===== src/rtl/owa_pkg.sv =====
`default_nettype none
package owa_pkg;

   localparam int SAMPLE_W     = 10;
   localparam int PERIOD_W     = 16;
   localparam int RAW_W        = 16;
   // dividend wide enough for the kept sum of a full window
   localparam int DIV_W        = 15;
   localparam int DIVS_W       = 10;
   localparam int DIV_CNT_W    = 5;
   localparam int THR_W        = 14;
   localparam int PROD_W       = 26;
   localparam int RSP_DATA_W   = 32;

   // x / 1023 as (x * ceil(2^36 / 1023)) >> 36, exact for x below 2^26
   localparam int PULSE_SHIFT   = 36;
   localparam int PULSE_RECIP_W = 27;
   localparam int PULSE_PROD_W  = PROD_W + PULSE_RECIP_W;

   localparam logic [RAW_W-1:0]         SAMPLE_MAX   = 16'd1023;
   localparam logic [PERIOD_W-1:0]      PERIOD_RESET = 16'd1000;
   localparam logic [PULSE_RECIP_W-1:0] PULSE_RECIP  = 27'd67174465;

   typedef logic [SAMPLE_W-1:0] sample_type;

   typedef struct packed {
      logic done;
   } div_stat_type;

endpackage
`default_nettype wire


===== src/rtl/owa_cell.sv =====
`default_nettype none
module owa_cell (
   input  wire                  clock,
   input  wire                  reset,
   input  wire                  shift_en,
   input  owa_pkg::sample_type  sample_in,
   output owa_pkg::sample_type  sample_out
);

   owa_pkg::sample_type sample_ff;
   owa_pkg::sample_type sample_in_q;

   assign sample_in_q = shift_en ? sample_in : sample_ff;

   always_ff @(posedge clock) begin
      if (reset) begin
         sample_ff <= '0;
      end else begin
         sample_ff <= sample_in_q;
      end
   end

   assign sample_out = sample_ff;

endmodule
`default_nettype wire


===== src/rtl/owa_div.sv =====
`default_nettype none
module owa_div (
   input  wire                              clock,
   input  wire                              reset,
   input  wire                              start,
   input  wire  [owa_pkg::DIV_W-1:0]        dividend,
   input  wire  [owa_pkg::DIVS_W-1:0]       divisor,
   output logic [owa_pkg::DIV_W-1:0]        quotient,
   output owa_pkg::div_stat_type            status
);

   logic [owa_pkg::DIV_CNT_W-1:0] cnt_ff;
   logic                          done_ff;
   logic [owa_pkg::DIV_W-1:0]     quot_ff;
   logic [owa_pkg::DIVS_W-1:0]    rem_ff;
   logic [owa_pkg::DIVS_W-1:0]    rem_in;
   logic [owa_pkg::DIVS_W:0]      shifted;
   logic [owa_pkg::DIVS_W:0]      trial;
   logic                          qbit;

   // restoring step, one quotient bit per cycle
   always_comb begin
      shifted = {rem_ff, quot_ff[owa_pkg::DIV_W-1]};
      trial   = shifted - {1'b0, divisor};
      qbit    = ~trial[owa_pkg::DIVS_W];
      rem_in  = qbit ? trial[owa_pkg::DIVS_W-1:0] : shifted[owa_pkg::DIVS_W-1:0];
   end

   always_ff @(posedge clock) begin
      if (reset) begin
         cnt_ff  <= '0;
         done_ff <= 1'b0;
      end else begin
         done_ff <= 1'b0;
         if (start) begin
            cnt_ff <= owa_pkg::DIV_CNT_W'(owa_pkg::DIV_W);
         end else if (cnt_ff != '0) begin
            cnt_ff <= cnt_ff - 1'b1;
            if (cnt_ff == owa_pkg::DIV_CNT_W'(1)) begin
               done_ff <= 1'b1;
            end
         end
      end
   end

   always_ff @(posedge clock) begin
      if (start) begin
         quot_ff <= dividend;
         rem_ff  <= '0;
      end else if (cnt_ff != '0) begin
         quot_ff <= {quot_ff[owa_pkg::DIV_W-2:0], qbit};
         rem_ff  <= rem_in;
      end
   end

   assign quotient    = quot_ff;
   assign status.done = done_ff;

endmodule
`default_nettype wire


===== src/rtl/outlier_rejecting_window_average_top.sv =====
// Outlier-rejecting window average.
// Request channel (req_*): one converter reading per request, raw_sample in
// tdata and read_ok in tuser. A failed read or a reading above 1023 repeats
// the last good reading. The value is pushed into a ring of WINDOW_LEN cells.
// Response channel (rsp_*): one response per request carrying the average of
// the samples within ten percent of the window mean and the PWM pulse width
// period * average / 1023.
// Configuration: csr_wen writes csr_wdata into the PWM period register;
// write only while the block is idle.
// One request is worked at a time; req_tready is high only when idle.
// From acceptance to rsp_tvalid the block makes two walks round the cell ring,
// a bit-serial divide for the kept average and six further steps; the divide
// is skipped when the kept sum is zero. req_tready returns high in the same
// cycle as rsp_tvalid is raised for the response.
// The response sits in an output register; if the receiver stalls, the next
// request may be accepted and worked, and its response waits until the
// register is free.
// Reset clears the window, the last good sample and all handshakes, and sets
// the period to 1000 us.
`default_nettype none
module outlier_rejecting_window_average_top #(
   parameter int WINDOW_LEN = 10
) (
   input  wire         clock,
   input  wire         reset,
   // req_tdata: [15:0] raw_sample
   input  wire         req_tvalid,
   output logic        req_tready,
   input  wire  [15:0] req_tdata,
   // req_tuser: [0] read_ok
   input  wire         req_tuser,
   // rsp_tdata: [9:0] filtered_average, [25:10] pulse_width_us, [31:26] zero
   output logic        rsp_tvalid,
   input  wire         rsp_tready,
   output logic [31:0] rsp_tdata,
   input  wire         csr_wen,
   input  wire  [15:0] csr_wdata
);

   localparam int CNT_W = $clog2(WINDOW_LEN + 1);
   localparam int SUM_W = $clog2(WINDOW_LEN * 1023 + 1);
   // sum / WINDOW_LEN as a reciprocal multiply, exact over the whole sum range
   localparam int MEAN_SHIFT  = SUM_W + $clog2(WINDOW_LEN);
   localparam int MEAN_RECIP  = ((1 << MEAN_SHIFT) + WINDOW_LEN - 1) / WINDOW_LEN;
   localparam int MEAN_PROD_W = SUM_W + MEAN_SHIFT;

   typedef enum logic [3:0] {
      ST_IDLE,
      ST_SUM,
      ST_MEAN,
      ST_THRESH,
      ST_KEEP,
      ST_AVG,
      ST_AVG_DIV,
      ST_MUL,
      ST_PULSE,
      ST_OUT
   } state_type;

   state_type                          state_ff;
   logic [CNT_W-1:0]                   cnt_ff;
   logic [SUM_W-1:0]                   sum_ff;
   logic [SUM_W-1:0]                   kept_sum_ff;
   logic [CNT_W-1:0]                   kept_cnt_ff;
   owa_pkg::sample_type                mean_ff;
   owa_pkg::sample_type                avg_ff;
   owa_pkg::sample_type                last_good_ff;
   logic [owa_pkg::THR_W-1:0]          thr_lo_ff;
   logic [owa_pkg::THR_W-1:0]          thr_hi_ff;
   logic [owa_pkg::PROD_W-1:0]         prod_ff;
   logic [owa_pkg::PERIOD_W-1:0]       period_ff;
   logic                               div_start_ff;
   logic                               rsp_tvalid_ff;
   logic [owa_pkg::RSP_DATA_W-1:0]     rsp_tdata_ff;

   logic                               accept;
   logic                               sample_good;
   owa_pkg::sample_type                new_sample;
   owa_pkg::sample_type                tail;
   logic [owa_pkg::THR_W-1:0]          tail_x10;
   logic                               rotate;
   logic [MEAN_PROD_W-1:0]             mean_prod;
   logic [owa_pkg::PULSE_PROD_W-1:0]   pulse_prod;
   logic [owa_pkg::DIV_W-1:0]          div_dividend;
   logic [owa_pkg::DIVS_W-1:0]         div_divisor;
   logic [owa_pkg::DIV_W-1:0]          div_quot;
   owa_pkg::div_stat_type              div_stat;
   owa_pkg::sample_type                cell_q [WINDOW_LEN];
   owa_pkg::sample_type                cell_in [WINDOW_LEN];

   assign req_tready  = (state_ff == ST_IDLE);
   assign accept      = req_tvalid & req_tready;
   assign sample_good = req_tuser && (req_tdata <= owa_pkg::SAMPLE_MAX);
   assign new_sample  = sample_good ? req_tdata[owa_pkg::SAMPLE_W-1:0] : last_good_ff;
   assign rotate      = (state_ff == ST_SUM) || (state_ff == ST_KEEP);
   assign tail        = cell_q[WINDOW_LEN-1];
   assign tail_x10    = owa_pkg::THR_W'(tail) * owa_pkg::THR_W'(10);

   assign mean_prod  = MEAN_PROD_W'(sum_ff) * MEAN_PROD_W'(MEAN_RECIP);
   assign pulse_prod = owa_pkg::PULSE_PROD_W'(prod_ff) *
                       owa_pkg::PULSE_PROD_W'(owa_pkg::PULSE_RECIP);

   // cell 0 takes the new sample on a request, otherwise the ring wraps round
   assign cell_in[0] = accept ? new_sample : tail;

   genvar g;
   generate
      for (g = 0; g < WINDOW_LEN; g++) begin : g_cell
         if (g > 0) begin : g_link
            assign cell_in[g] = cell_q[g-1];
         end
         owa_cell u_cell (
            .clock      (clock),
            .reset      (reset),
            .shift_en   (accept | rotate),
            .sample_in  (cell_in[g]),
            .sample_out (cell_q[g])
         );
      end
   endgenerate

   assign div_dividend = owa_pkg::DIV_W'(kept_sum_ff);
   assign div_divisor  = owa_pkg::DIVS_W'(kept_cnt_ff);

   owa_div u_div (
      .clock    (clock),
      .reset    (reset),
      .start    (div_start_ff),
      .dividend (div_dividend),
      .divisor  (div_divisor),
      .quotient (div_quot),
      .status   (div_stat)
   );

   always_ff @(posedge clock) begin
      if (reset) begin
         state_ff      <= ST_IDLE;
         cnt_ff        <= '0;
         last_good_ff  <= '0;
         period_ff     <= owa_pkg::PERIOD_RESET;
         div_start_ff  <= 1'b0;
         rsp_tvalid_ff <= 1'b0;
      end else begin
         div_start_ff <= 1'b0;
         if (csr_wen) begin
            period_ff <= csr_wdata;
         end
         if (rsp_tvalid_ff && rsp_tready) begin
            rsp_tvalid_ff <= 1'b0;
         end
         unique case (state_ff)
            ST_IDLE: begin
               if (accept) begin
                  if (sample_good) begin
                     last_good_ff <= req_tdata[owa_pkg::SAMPLE_W-1:0];
                  end
                  cnt_ff   <= '0;
                  sum_ff   <= '0;
                  state_ff <= ST_SUM;
               end
            end
            ST_SUM: begin
               sum_ff <= sum_ff + SUM_W'(tail);
               cnt_ff <= cnt_ff + 1'b1;
               if (cnt_ff == CNT_W'(WINDOW_LEN - 1)) begin
                  state_ff <= ST_MEAN;
               end
            end
            ST_MEAN: begin
               mean_ff  <= mean_prod[MEAN_SHIFT +: owa_pkg::SAMPLE_W];
               state_ff <= ST_THRESH;
            end
            ST_THRESH: begin
               thr_lo_ff   <= owa_pkg::THR_W'(mean_ff) * owa_pkg::THR_W'(9);
               thr_hi_ff   <= owa_pkg::THR_W'(mean_ff) * owa_pkg::THR_W'(11);
               cnt_ff      <= '0;
               kept_sum_ff <= '0;
               kept_cnt_ff <= '0;
               state_ff    <= ST_KEEP;
            end
            ST_KEEP: begin
               if (!(tail_x10 < thr_lo_ff || tail_x10 > thr_hi_ff)) begin
                  kept_sum_ff <= kept_sum_ff + SUM_W'(tail);
                  kept_cnt_ff <= kept_cnt_ff + 1'b1;
               end
               cnt_ff <= cnt_ff + 1'b1;
               if (cnt_ff == CNT_W'(WINDOW_LEN - 1)) begin
                  state_ff <= ST_AVG;
               end
            end
            ST_AVG: begin
               // an empty or all-zero kept set gives zero
               if (kept_sum_ff == '0) begin
                  avg_ff   <= '0;
                  state_ff <= ST_MUL;
               end else begin
                  div_start_ff <= 1'b1;
                  state_ff     <= ST_AVG_DIV;
               end
            end
            ST_AVG_DIV: begin
               if (div_stat.done) begin
                  avg_ff   <= div_quot[owa_pkg::SAMPLE_W-1:0];
                  state_ff <= ST_MUL;
               end
            end
            ST_MUL: begin
               prod_ff  <= owa_pkg::PROD_W'(period_ff) * owa_pkg::PROD_W'(avg_ff);
               state_ff <= ST_PULSE;
            end
            ST_PULSE: begin
               rsp_tdata_ff[owa_pkg::SAMPLE_W-1:0] <= avg_ff;
               rsp_tdata_ff[owa_pkg::RSP_DATA_W-1:owa_pkg::SAMPLE_W] <=
                  (owa_pkg::RSP_DATA_W - owa_pkg::SAMPLE_W)'(
                     pulse_prod[owa_pkg::PULSE_SHIFT +: owa_pkg::PERIOD_W]);
               state_ff <= ST_OUT;
            end
            ST_OUT: begin
               if (!rsp_tvalid_ff || rsp_tready) begin
                  rsp_tvalid_ff <= 1'b1;
                  rsp_tdata     <= rsp_tdata_ff;
                  state_ff      <= ST_IDLE;
               end
            end
            default: begin
               state_ff <= ST_IDLE;
            end
         endcase
      end
   end

   assign rsp_tvalid = rsp_tvalid_ff;

endmodule
`default_nettype wire

===== config.mk =====
export PLATFORM = sky130hd
export DESIGN_NAME = outlier_rejecting_window_average_top
export DESIGN_NICKNAME = d
export VERILOG_FILES = /design/src/rtl/owa_pkg.sv /design/src/rtl/owa_cell.sv /design/src/rtl/owa_div.sv /design/src/rtl/outlier_rejecting_window_average_top.sv
export SDC_FILE = /design/constraint.sdc
export NUM_CORES = 1
export LEC_CHECK = 0
export BUFFER_PORTS_ARGS = -buffer_cell sky130_fd_sc_hd__buf_2
export CAP_MARGIN = 20
export CORE_ASPECT_RATIO = 1.2
export CORE_UTILIZATION = 30
export CTS_CLUSTER_DIAMETER = 150
export CTS_CLUSTER_SIZE = 16
export DETAILED_ROUTE_END_ITERATION = 8
export PLACE_DENSITY_LB_ADDON = 0.08
export SLEW_MARGIN = 20
export SYNTH_ARGS = -nofsm -noshare
export SYNTH_HDL_FRONTEND = slang
export SYNTH_SLANG_ARGS = --single-unit
export TNS_END_PERCENT = 5

===== constraint.sdc =====
create_clock -name clock -period 16.47 [get_ports clock]
set_input_delay 1.647 -clock clock [delete_from_list [all_inputs] [get_ports clock]]
set_output_delay 1.647 -clock clock [all_outputs]
set_load 0.01 [all_outputs]

==> impl_metrics.ini, run 1 <==
[sta]
fin_crit_sh = 0.369
max_freq_mhz = 164
slew_headroom = 0.358
maxSlewViolCount = 0
period_needed_ns = 6.08
tightest_slew_ns = 0.963
clock_skew_ns = 0.0298
hold_violations = 0
rsz0062_at_grt = no
setup_viol = 0
finalSetupTns_ns = 0

[yosys]
synthArstFlopShare = 0
synth_top_family_by_area = adder cells
synth_cell_types = 73
syn_inst = 2697
muxShareOfSynthArea = 0.0152
synth_simple_gate_area_frac = 0.124
synth_compound_area_frac = 0.0982
synthAdderAreaFrac = 0.342
netlist_area_um2 = 26300
yosysWarnings = 0
synth_edf_count = 171
synth-seq-cells = 324
yosysSeqAreaShare = 0.311
synth_xor_area_frac = 0.0335
synth-main-ff-cell = edfxtp_1
syn_avg_cell_area_um2 = 9.77

[grt]
track_usage = 0.148
grt_pass1_vias = 19000
gr-total-overflow = 0
grt_antenna_before_repair = 10
grt_max_degree = 91
grt_pass1_wl_um = 104000

[run]
cap_viol_max_count = 0

[finish]
finalNetCount = 3362
seqCellArea_um2 = 8200
area_growth_pct = 8.63
drive_gt1_frac = 0.0607
multi_input_area_um2 = 16200
fillCellCount = 9031

[critical_path]
cp.required_ns = 16.81
end_kind = flip-flop
cp_max_fo = 17
critical-path-top-delay-family = adder cells
cpMaxStageDelayCell = edfxtp_1
crit_buf_inv = 5
critPathLaunchType = flip-flop
max_stage_delay_ns = 0.74
arrival_ns = 6.42
cp_cell_sequence = nand2_1 -> fa_1 -> inv_1 -> fa_1 -> inv_1 -> fa_1 -> inv_1 -> fa_1 -> inv_1 -> fa_1 -> inv_1 -> ha_1 -> a21o_1 -> a21o_1 -> o21ai_1 -> a311oi_1 -> a41o_1 -> a21oi_1 -> o21bai_1 -> o221a_2
path_class = reg2reg

[floorplan]
die_h_um = 327
die_w_um = 273
dieArea_um2 = 89000
initial_core_util = 0.304
pin_count = 72
fp-row-count = 118
core_um2 = 86700

[pwr]
p_sw_mw = 2.60
pwr-share-clk = 0.102
ir_drop_mv = 0.286
combPwrFrac = 0.681
internal_power_mw = 3.05
power_density_nw_per_um2 = 197
p_total_mw = 5.65
sw_frac_of_total = 0.460
seqPwrFrac = 0.217
p_leak_nw = 13.2

[drt]
viasPerCell = 4.64
drtIter0Drc = 768
wirelength_um = 65100
vias = 18000
dr.pass1.iters = 4
wire_per_inst_um = 16.8
drc = 0
ant_nets = 0

[cts]
cts_made_buffers = 24
clk_pin_slew_worst_paths_ns = 0.08
clock_latency_ns = 0.58
htreeDepth = 1
ctsHoldBuffers = 0
cts_root_buf = clkbuf_16
cts_tree = yes
cts_setup_buffers = 0
clock_path_buffers = 3
cts_sinks = 324
cts_resized = 0

[placed_design]
place_hpwl_um = 51000
gp_congestion = 0.793
placement.io_buffers = 65

[min_path]
hold_path_class = reg2reg

[outcome]
status = complete, no violations
power groups by stage:
stage          clock network, mW  registers (mW)  logic (mW)
6_report                   0.577            1.23        3.84
4_1_cts                    0.616            1.23        3.99
2_1_floorplan                  0            1.19        3.00
3_3_place_gp                   0            1.25        3.93
3_5_place_dp                   0            1.25        3.95
5_1_grt                    0.635            1.24        4.49
cell usage after synthesis, types with 19 or more instances:
| cell type | n | area [µm²] |
|---|---|---|
| and2_1 | 96 | 601 |
| ha_1 | 401 | 5020 |
| mux2_2 | 24 | 270 |
| nand2_1 | 352 | 1320 |
| a21o_1 | 38 | 285 |
| nor2b_1 | 22 | 138 |
| o21ai_0 | 46 | 230 |
| nor2_1 | 107 | 402 |
| a211oi_1 | 21 | 158 |
| nor3_1 | 30 | 150 |
| xnor2_1 | 80 | 701 |
| xor2_1 | 19 | 166 |
| clkbuf_1 | 62 | 233 |
| fa_1 | 200 | 4000 |
| a21oi_1 | 189 | 946 |
| edfxtp_1 | 171 | 5130 |
| inv_1 | 424 | 1590 |
| dfxtp_1 | 153 | 3060 |
cells by family after synthesis:
logic type | Yosys count
mux | 37
buf+inv | 514
fa+ha+maj | 601
simple gates | 707
flops | 324
xor+xnor | 100
other cells | 1
compound gates | 413
per-stage QoR:
stage / instance area, µm² / hold slack (ns) / std cells / util / setup WS (ns)
floorplan: 26400 / 0.400 / 2702 / - / 10.79
global placement: 27900 / 0.404 / 3837 / 0.322 / 10.39
detailed placement: 27900 / 0.405 / 3837 / 0.322 / 10.36
CTS: 28600 / 0.411 / 3877 / 0.330 / 10.35
global route: 28600 / 0.425 / 3877 / 0.330 / 10.02
finish: 28600 / 0.410 / 3878 / 0.330 / 10.39
final timing paths:
| check | from | endpoint | slack (ns) | depth (start not counted) |
|---|---|---|---|---|
| setup / recovery | avg_ff[2] | prod_ff[22] | 10.39 | 20 |
| hold reg to reg | rsp_tdata_ff[22] | rsp_tdata[22] | 0.41 | 0 |
| hold / removal | rsp_tdata_ff[22] | rsp_tdata[22] | 0.41 | 0 |
| setup reg to reg | avg_ff[2] | prod_ff[22] | 10.39 | 20 |
flip-flops by register name (all words and copies together) (netlist names):
name	count
last_good_ff	10
avg_ff	10
state_ff	4
u_div.status	1
kept_sum_ff	14
sum_ff	14
rsp_tdata	26
thr_hi_ff	13
cnt_ff	4
kept_cnt_ff	4
div_start_ff	1
rsp_tvalid	1
rsp_tdata_ff	26
g_cell.u_cell.sample_out	100
mean_ff	10
thr_lo_ff	14
u_div.rem_ff	10
u_div.cnt_ff	5
period_ff	16
prod_ff	26
u_div.quotient	15
placed cells by master (no fill, tap or decap), types with 6 or more instances in the layout:
cell type and count:
inv_1 424, ha_1 401, nand2_1 351, fa_1 200
a21oi_1 188, edfxtp_1 171, dfxtp_1 153, nor2_1 107
and2_1 96, xnor2_1 80, buf_2 64, o21ai_0 46
a21o_1 38, nor3_1 29, mux2_2 24, clkbuf_16 24
nor2b_1 22, buf_4 21, a211oi_1 20, xor2_1 19
nand3_1 16, nand2b_1 15, o21bai_1 15, nand4_1 14
mux2i_1 13, o21a_1 13, clkbuf_1 13, a31oi_1 12
a311oi_1 12, or3_1 12, a211o_1 9, o211ai_1 8
o21ai_1 7, and3_1 7, and4_1 6, conb_1 6
per-layer routing:
metal / part of all wire / GRT usage / vias up / wire length (µm)
met5: 0.0015 / 0 / - / 96
met4: 0.015 / 0.0280 / 16 / 985
met3: 0.028 / 0.0204 / 63 / 1840
met2: 0.51 / 0.273 / 146 / 33500
met1: 0.44 / 0.183 / 8776 / 28700
li1: - / - / 8985 / -
cell type report:
class | count | share of cell area
Tap cell | 1140 | 0.0498
Inverter | 424 | 0.0556
Sequential cell | 324 | 0.286
Timing Repair Buffer | 85 | 0.0167
Antenna cell | 1 | 0.0000874
Clock buffer | 37 | 0.0227
Clock inverter | 3 | 0.00118
Multi-Input combinational cell | 1864 | 0.567
(Power assumes the default switching activity.)
==> inputs of run 2 (changes only) <==
ABC_AREA = 1   (was not set)
clock period = 5.27 ns   (was 16.47 ns; I/O delays follow)
==> run 2 against run 1 <==
Net effect:
- worst hold slack got worse by 0.28 ns
- global-route usage rose by 1.6 points
- area after synthesis rose by 13%
- non-clock buffer count rose by 87
- critical path type unchanged
- highest routed layer is now met4
==> impl_metrics.ini, run 2 <==
[critical_path]
max_stage_delay_ns = 0.56
cp_max_fo = 4
critPathLaunchType = flip-flop
cp.required_ns = 5.64
arrival_ns = 5.44
cpMaxStageDelayCell = fa_2
critical-path-top-delay-family = adder cells
crit_buf_inv = 5
path_class = reg2reg
end_kind = flip-flop
cp_cell_sequence = fa_2 -> inv_1 -> fa_1 -> fa_1 -> fa_1 -> inv_1 -> fa_1 -> fa_1 -> ha_1 -> nand2_1 -> inv_1 -> buf_4 -> nand2_1 -> inv_1 -> and3_1 -> nor2_1 -> nand2_1 -> nand2_1 -> nand2_1

[cts]
cts_tree = yes
clock_latency_ns = 0.62
clock_path_buffers = 3
cts_root_buf = clkbuf_16
cts_made_buffers = 25
htreeDepth = 1
cts_sinks = 324
ctsHoldBuffers = 0
clk_pin_slew_worst_paths_ns = 0.09

[sta]
clock_skew_ns = 0.0244
maxSlewViolCount = 0
fin_crit_sh = 0.961
finalSetupTns_ns = 0
period_needed_ns = 5.06
rsz0062_at_grt = yes
slew_headroom = 0.323
setup_viol = 0
tightest_slew_ns = 1.01
max_freq_mhz = 197
hold_violations = 0

[grt]
gr-total-overflow = 0
track_usage = 0.164
grt_max_degree = 101
grt_antenna_before_repair = 0
grt_pass1_vias = 23900
grt_pass1_wl_um = 131000

[finish]
layout_commonest_cell = nand2_1
largest_reg_flops = 100
area_growth_pct = 10.4
drive_gt1_frac = 0.0616
mostFrequentLayoutCells = 897 x nand2_1, 823 x inv_1, 411 x nor2_1
finalNetCount = 4636
fillCellCount = 10600
antenna_cells = 0

[floorplan]
fp-row-count = 126
core_um2 = 98500
die_w_um = 290
dieArea_um2 = 101000
initial_core_util = 0.303
die_h_um = 348
pin_count = 72

[min_path]
hold_path_class = in2reg

[outcome]
status = complete, no violations

[yosys]
synth_most_common_cell = nand2_1
synth_cell_types = 46
synth_top_cell_area_share = 0.172
netlist_area_um2 = 29800
syn_inst = 3888
synth-main-ff-cell = edfxtp_1
synthArstFlopShare = 0
post-synth-top-area-cell = edfxtp_1
syn_avg_cell_area_um2 = 7.68
synth-seq-cells = 324
synth_commonest_cells = 897 x nand2_1, 825 x inv_1, 415 x nor2_1
yosysWarnings = 0
yosysSeqAreaShare = 0.275
synth_area_leaders = edfxtp_1 17%, ha_1 17%, fa_1 13%
synth_edf_count = 171

[run]
cap_viol_max_count = 0

[drt]
wirelength_um = 83000
drc = 0
vias = 23600
viasPerCell = 4.46
dr.pass1.iters = 7
ant_nets = 0
wire_per_inst_um = 15.7
drtIter0Drc = 918

[placed_design]
placement.io_buffers = 65
place_hpwl_um = 68000
gp_congestion = 0.850
[run 2: cell count changes in the layout (fill, tap and decap cells not counted), sizes merged, moves of 65 or more]
cell,previous run,this run
nand2,352,901
inv,424,831
nor2,107,421
o21ai,53,192
nand3,16,129
and2,96,1
buf,85,171
xnor2,80,15
[run 2: layer usage]
layer  track usage  routed length [µm]  vias to the layer above  share of wire
met5             0                   0                        -              0
met4        0.0389                1840                        0          0.022
met3        0.0147                1970                       73          0.024
met2         0.312               43200                      210           0.52
met1         0.197               36000                    11000           0.43
li1              -                   -                    12300              -
[run 2: per-stage QoR]
stage / cell area [µm²] / instances / utilization / hold slack, ns / worst slack, ns
global placement: 32000 / 5236 / 0.325 / 0.402 / 0.0616
global route: 33000 / 5292 / 0.335 / 0.0930 / -0.0211
finish: 33000 / 5292 / 0.335 / 0.125 / 0.206
CTS: 32800 / 5278 / 0.332 / 0.0685 / 0.0818
floorplan: 29900 / 3893 / - / 0.400 / 0.277
detailed placement: 32000 / 5236 / 0.325 / 0.405 / 0.106
[run 2: layout make-up]
type                            count  area [µm²]  area share
Multi-Input combinational cell   2643       18100       0.550
Sequential cell                   324        8200       0.249
Inverter                          831        3120      0.0947
Tap cell                         1280        1600      0.0486
Timing Repair Buffer              172        1180      0.0358
Clock buffer                       37         681      0.0206
Clock inverter                      5        52.6     0.00159
[run 2: worst paths after layout]
check | from | end | slack, ns | cells past startpoint
worst min-delay path | csr_wdata[9] | period_ff[9] | 0.13 | 3
worst min register to register | rsp_tdata_ff[0] | rsp_tdata[0] | 0.42 | 0
worst max-delay path | sum_ff[12] | mean_ff[3] | 0.21 | 19
worst max register to register | sum_ff[12] | mean_ff[3] | 0.21 | 19
[run 2: cell families (layout without fill, tap and decap cells)]
group,after synthesis,count (layout),synth area share
and+or+nand+nor,1545,1545,0.209
xor gates and xnor gates,50,50,0.0147
adders and majority gates,601,601,0.302
other,1,6,0.000126
AOI/OAI and AO/OA,441,441,0.0781
DFF,324,324,0.275
buffers and inverters,926,1045,0.121
[run 2: what timing repair did]
item	in CTS	in global routing
endpoints found under the setup margin	0	22
resized for setup	0	22
setup buffers	0	14
[run 2: worst reg2reg max path: stages (launching register included)]
cell,delay (ns)
edfxtp_1,0.46
fa_2,0.57
inv_1,0.05
fa_1,0.46
fa_1,0.49
fa_1,0.51
inv_1,0.05
fa_1,0.55
fa_1,0.42
ha_1,0.34
nand2_1,0.13
inv_1,0.07
buf_4,0.13
nand2_1,0.07
inv_1,0.05
and3_1,0.17
nor2_1,0.14
nand2_1,0.07
nand2_1,0.06
nand2_1,0.04
Power of run 2 is not shown: default switching activity piles up to over one toggle a cycle in this logic, so the estimate is an artifact.
